$ cat src/evt_pkg.sv
`default_nettype none
// ----------------------------------------------------------------------------
// Expression value table package
// Shared constants, register codes and the token that travels the cell chain.
// ----------------------------------------------------------------------------
package evt_pkg;

	// Parameter defaults.
	localparam int TABLE_DEPTH_DEF  = 64;
	localparam int ID_WIDTH_DEF     = 16;
	localparam int OPCODE_WIDTH_DEF = 6;

	// Configuration register file.
	localparam int CFG_IDX_W  = 2;
	localparam int CFG_DATA_W = 64;
	localparam int CFG_OP_W   = 6;
	localparam int MASK_W     = 64;
	localparam int MASK_IDX_W = 6;

	localparam logic [CFG_IDX_W-1:0] REG_ELIG_LOW  = 2'd0;
	localparam logic [CFG_IDX_W-1:0] REG_ELIG_HIGH = 2'd1;
	localparam logic [CFG_IDX_W-1:0] REG_COMM_MASK = 2'd2;
	localparam logic [CFG_IDX_W-1:0] REG_MOVE_OP   = 2'd3;

	// Progress of one lookup as it moves from cell to cell.
	typedef struct packed {
		logic valid;
		logic hit;
		logic done;
	} evt_tok_t;

endpackage
`default_nettype wire

$ cat src/evt_cell.sv
`default_nettype none
// ----------------------------------------------------------------------------
// Expression value table cell
// Holds one table entry, compares it against the passing lookup and claims
// the lookup for insertion when the entry is still free.
// ----------------------------------------------------------------------------
module evt_cell #(
	parameter int ID_WIDTH     = evt_pkg::ID_WIDTH_DEF,
	parameter int OPCODE_WIDTH = evt_pkg::OPCODE_WIDTH_DEF
) (
	input  wire logic                    clk,
	input  wire logic                    arst_n,
	input  wire logic                    adv,
	input  wire logic [OPCODE_WIDTH-1:0] key_op,
	input  wire logic [ID_WIDTH-1:0]     key_left,
	input  wire logic [ID_WIDTH-1:0]     key_right,
	input  wire logic [ID_WIDTH-1:0]     key_dest,
	input  wire logic                    key_elig,
	input  wire logic                    key_last,
	input  wire evt_pkg::evt_tok_t       tok_i,
	input  wire logic [ID_WIDTH-1:0]     hval_i,
	output evt_pkg::evt_tok_t            tok_o,
	output logic [ID_WIDTH-1:0]          hval_o
);

	logic                    valid_q;
	logic [OPCODE_WIDTH-1:0] op_q;
	logic [ID_WIDTH-1:0]     left_q;
	logic [ID_WIDTH-1:0]     right_q;
	logic [ID_WIDTH-1:0]     value_q;

	logic              match;
	logic              ins;
	evt_pkg::evt_tok_t tok_nx;
	logic [ID_WIDTH-1:0] hval_nx;

	// Entries fill from the front, so the first free cell is reached only after
	// every occupied one has been compared.
	always_comb begin
		match   = valid_q && key_elig && !tok_i.hit && (op_q == key_op) &&
			(left_q == key_left) && (right_q == key_right);
		ins     = key_elig && !tok_i.hit && !tok_i.done && !valid_q;
		tok_nx  = tok_i;
		hval_nx = hval_i;
		if (match) begin
			tok_nx.hit = 1'b1;
			hval_nx    = value_q;
		end
		if (ins) begin
			tok_nx.done = 1'b1;
		end
	end

	always_ff @(posedge clk or negedge arst_n) begin
		if (!arst_n) begin
			valid_q <= 1'b0;
			tok_o   <= '0;
		end else if (adv) begin
			tok_o <= tok_nx;
			if (tok_i.valid) begin
				if (key_last) begin
					valid_q <= 1'b0;
				end else if (ins) begin
					valid_q <= 1'b1;
				end
			end
		end
	end

	always_ff @(posedge clk) begin
		if (adv) begin
			hval_o <= hval_nx;
			if (tok_i.valid && ins) begin
				op_q    <= key_op;
				left_q  <= key_left;
				right_q <= key_right;
				value_q <= key_dest;
			end
		end
	end

endmodule
`default_nettype wire

$ cat config.mk
export PLATFORM = sky130hd
export DESIGN_NAME = evt_cell
export DESIGN_NICKNAME = d
export VERILOG_FILES = /design/src/evt_pkg.sv /design/src/evt_cell.sv
export SDC_FILE = /design/constraint.sdc
export NUM_CORES = 1
export LEC_CHECK = 0
export ABC_AREA = 1
export BUFFER_PORTS_ARGS = -buffer_cell sky130_fd_sc_hd__buf_2
export CELL_PAD_IN_SITES_DETAIL_PLACEMENT = 1
export CELL_PAD_IN_SITES_GLOBAL_PLACEMENT = 1
export CORE_MARGIN = 3
export CORE_UTILIZATION = 39
export DETAILED_ROUTE_END_ITERATION = 10
export PLACE_DENSITY = 0.84
export SYNTH_ARGS = -nofsm -noshare
export SYNTH_HDL_FRONTEND = slang
export SYNTH_SLANG_ARGS = --single-unit
$ cat constraint.sdc
create_clock -name clk -period 5.46 [get_ports clk]
set_clock_uncertainty 0.2 [all_clocks]
set_input_delay 0.819 -clock clk [delete_from_list [all_inputs] [get_ports clk]]
set_output_delay 0.819 -clock clk [all_outputs]
set_load 0.02 [all_outputs]
Word-level counts from Yosys, hierarchy flattened:

Cells that the tools add are included.

* eq/ne operators: 3
* mux-type cells: 5
* reduce and logical (&&, ||, !) cells: 15

Operators with widths (number)
* equality test 16 bit: 2
* two-way mux 16 bit: 1
* logical AND 1 bit: 9
* equality test 6 bit: 1
* two-way mux 1 bit: 4
* logical NOT 1 bit: 3
* AND reduction 3 bit: 1
* AND reduction 2 bit: 1
* nonzero test 2 bit: 1

* register bits: 74
* input bits: 78
* output and inout bits: 19
* logic and storage cells: 32

Logic depth before layout (Yosys ltp):

* word-level depth: 6
* depth in mapped cells: 12
* mapped depth without buffers: 11

Worst setup path after synthesis:

OpenSTA, ideal clock, no wires.

* kind: input to register
* from: input tok_i[1] in the netlist's numbering
* to: register left_q[0] (enable)
* library setup time: 0.535 ns
* data arrival time: 4.662 ns
* data required time: 4.725 ns
* setup slack: 0.063 ns
* cell stages on the path: 3
* path buffers: 0
* path through: inv_2 -> nand3_1 -> nor3_1

* word-level cells in the longest chain between the ends: 6

Ends and longest elaborated chain
* start, declared: line evt_cell.sv:20 `input wire evt_pkg::evt_tok_t tok_i,`
* logical NOT 1 bit: line evt_cell.sv:42 `ins = key_elig && !tok_i.hit && !tok_i.done && !valid_q;`
* logical AND 1 bit (3 in series): line evt_cell.sv:42
* logical AND 1 bit: line evt_cell.sv:73 `if (tok_i.valid && ins) begin`
* AND reduction 2 bit (no source line)
* end signal, assigned: line evt_cell.sv:75 `left_q <= key_left;`
* end, declared: line evt_cell.sv:28 `logic [ID_WIDTH-1:0] left_q;`

Every way passes these cells.
A chain may end at the register's enable or synchronous reset.

Worst setup path in the final report:

* from: input adv
* to: register left_q[9] (enable)

* word-level cells in the longest chain between the ends: 1

Ends and longest elaborated chain
* start, declared: line evt_cell.sv:13 `input wire logic adv,`
* AND reduction 2 bit (no source line)

Every way passes these cells.

==> results.md <==
* Area leader, netlist: edfxtp_1
* PortBufs at 96
* Clock root cell: clkbuf_8
* Core Region at 0.00893 mm^2
* Layout cells sized above 1 at 28.3%
* Power Dens Cells at 276 mW/mm^2
* GPL Wtd Cong at 0.773
* Slew Limit Fails at 0
* Reg-to-reg startpoint: right_q[14]
* Clk Latency, worst-skew pair at 370 ps
* Post-Layout Cell Count at 617
* Overflow after GRT at 0
* Maximum fanout along the worst path at 55
* DR iter-0 viols at 82
* EDFF count, synth at 70
* Post-Synth Adder-Cell Area at 0%
* Post-CTS setup buffer count at 0
* Slowest stage delay, CP at 610 ps
* Max VDD drop at 0.152 mV
* Multiplexer share of the synthesized area at 0%
* Synth Area in Compound Gates at 2.02%
* CTS sink cnt at 74
* #FFs+latches synth at 74
* CTS Hold Bufs at 0
* Max Clk Rate at 0.412 GHz
* First-pass GRT wire length at 15.0 mm
* Setup TNS at 0 ps
* Setup-failing EPs final at 0
* Final Hold Vio Count at 0
* Post-cts resize count at 0
* Required time worst endpoint at 5250 ps
* Warnings, synthesis at 0
* Most frequent cells in the layout: nand2_1, buf_2, edfxtp_1
* Number of inserted diodes at 0
* 1st-pass router iterations at 4
* Mapped cell area at 0.00366 mm^2
* Dpl ws at 2650 ps
* H-tree Lvls at 3
* CP top delay family: buffers and inverters
* Clk pwr share at 37.1%
* CTS Buf Count at 9
* Unrepaired setup endpoints after global routing: false
* Minimum clock period at 2430 ps
* Seq/Total Area, Yosys at 60.1%
* Total internal power at 0.908 mW
* Fin nets at 582
* Worst Setup SP: adv
* Combinational power share at 10.3%
* Sequential power share at 52.5%
* HPWL after DPL at 7.38 mm
* Mean Syn Cell Area at 9.18 um^2
* Register-to-Register Path Depth at 9
* Simple-gate portion of the synthesized area at 27.2%
* Type of origin of the critical path: primary input
* Hold Path Class: primary input to async pin
* Drt wl/cell at 15.7 um
* Via density at 4.88
* Largest net degree at the start of global routing at 56
* Static Leak at 2.17 nW
* Net Sw Frac at 26.2%
* GRT Util Overall at 18.9%
* XOR/XNOR Fraction of Synth Area at 2.39%
* Bufs and invs on worst path at 2
* FP Rows at 34
* FF-to-FF End: hval_o[4]
* Worst hold slack at 44.4 ps
* Commonest non-fill, non-tap cell in the layout: nand2_1
* Syn Inst Count at 399
* Largest cells by area after synthesis: edfxtp_1, nand2_1, inv_1
* Synth Flop Type: edfxtp_1
* Die area at 0.0106 mm^2
* Detail Route Antenna Nets at 0
* Max-Cap Viols at 0
* Netlist cell types at 25
* Placed instance count at 601
* Initial antenna violation count at 0
* FFs w/ async S/R, synth at 5.41%
* Outcome: complete, no violations
* Final Util at 50.0%
* Fin crit share at 44.5%
* Combinational family with the most area after synthesis: simple AND/OR/NAND/NOR gates
* Crit path arrival time at 2220 ps
* Area Growth Syn to Fin at 21.9%
* Residual DRC at 0
* I/O pin cnt at 97
* Initial Util at 41.0%
* Final worst slack at 3030 ps
* Element type at the critical path end: register
* Critical path type: primary input to register
* CTS tree: built
* Worst-path cell chain: buf_2 -> nand2_1 -> nor3_2 -> buf_4
* Routed wire length at 9.72 mm
* Net Sw Power at 0.323 mW
* Vias in the first global route at 3249
* Post-synth top area share at 57.4%
* CP max stage cell: buf_4
* Die height at 103 um
* Rel. slew slack at 51.0%
* Clock Path Buffers at 2
* Die W at 103 um
* Via Count at 3010
* Worst-path clk slew at 80 ps
* Worst-margin pin slew at 736 ps
* Syn Nets at 477
* Worst R2R Setup Slack at 3330 ps
==> worst max-delay path by stage <==
stage,depth (start not counted),end,slack (ps)
6_report,4,left_q[9],3030
5_1_grt,6,valid_q,2840
4_1_cts,4,right_q[5],3030
3_5_place_dp,4,left_q[5],2650
3_3_place_gp,4,left_q[5],2760
2_1_floorplan,3,left_q[0],60
==> sequential cells by signal (all words and copies together) (netlist names) <==
signal	cells
op_q	6
right_q	16
value_q	16
hval_o	16
left_q	16
valid_q	1
tok_o	3
==> power groups by stage <==
stage                     clock, mW  sequential, mW  combinational [mW]
after floorplan                   0           0.674              0.0459
after global placement            0           0.658               0.120
after detailed placement          0           0.659               0.127
after CTS                     0.469           0.646               0.129
after global routing          0.491           0.648               0.142
final                         0.457           0.646               0.127
==> final cells by class <==
class | count | area [um^2]
clock buffer | 9 | 124
inverter | 72 | 270
fill | 1091 | 4470
sequential | 74 | 2200
tap | 108 | 135
timing repair buffer | 97 | 488
clock inverter | 7 | 83.8
multi-input combinational | 250 | 1160
==> metrics by stage <==
stage | total power, mW | instance area [um^2]
6_report | 1.23 | 4470
5_1_grt | 1.28 | 4470
4_1_cts | 1.24 | 4470
3_5_place_dp | 0.786 | 4260
3_3_place_gp | 0.778 | 4260
2_1_floorplan | 0.720 | 3660
==> synthesized netlist by cell type, drive strengths merged (3+ instances only) <==
cell type,instances
a21oi,9
buf,3
dfrtp,4
edfxtp,70
inv,71
nand2,158
nand3,21
nand4,7
nor2,36
or2,6
xnor2,5
xor2,5
==> metal layers <==
| layer | track usage, % | share of wire [%] | wire, um | up-vias |
|---|---|---|---|---|
| met4 | 10.3 | 3.8 | 365 | 0 |
| met3 | 3.72 | 4.8 | 464 | 26 |
| met2 | 33.5 | 52 | 5050 | 80 |
| li1 | - | - | - | 1466 |
| met1 | 21.3 | 39 | 3840 | 1438 |
| met5 | 0 | 0 | 0 | - |
==> logic make-up (layout without fill, tap and decap cells) <==
| family | Yosys count | in the layout |
|---|---|---|
| xor gates and xnor gates | 10 | 10 |
| DFF | 74 | 74 |
| buffers and inverters | 75 | 185 |
| AOI/OAI and AO/OA | 10 | 10 |
| and+or+nand+nor | 230 | 230 |
No activity file was read; power rests on OpenSTA's default activity.
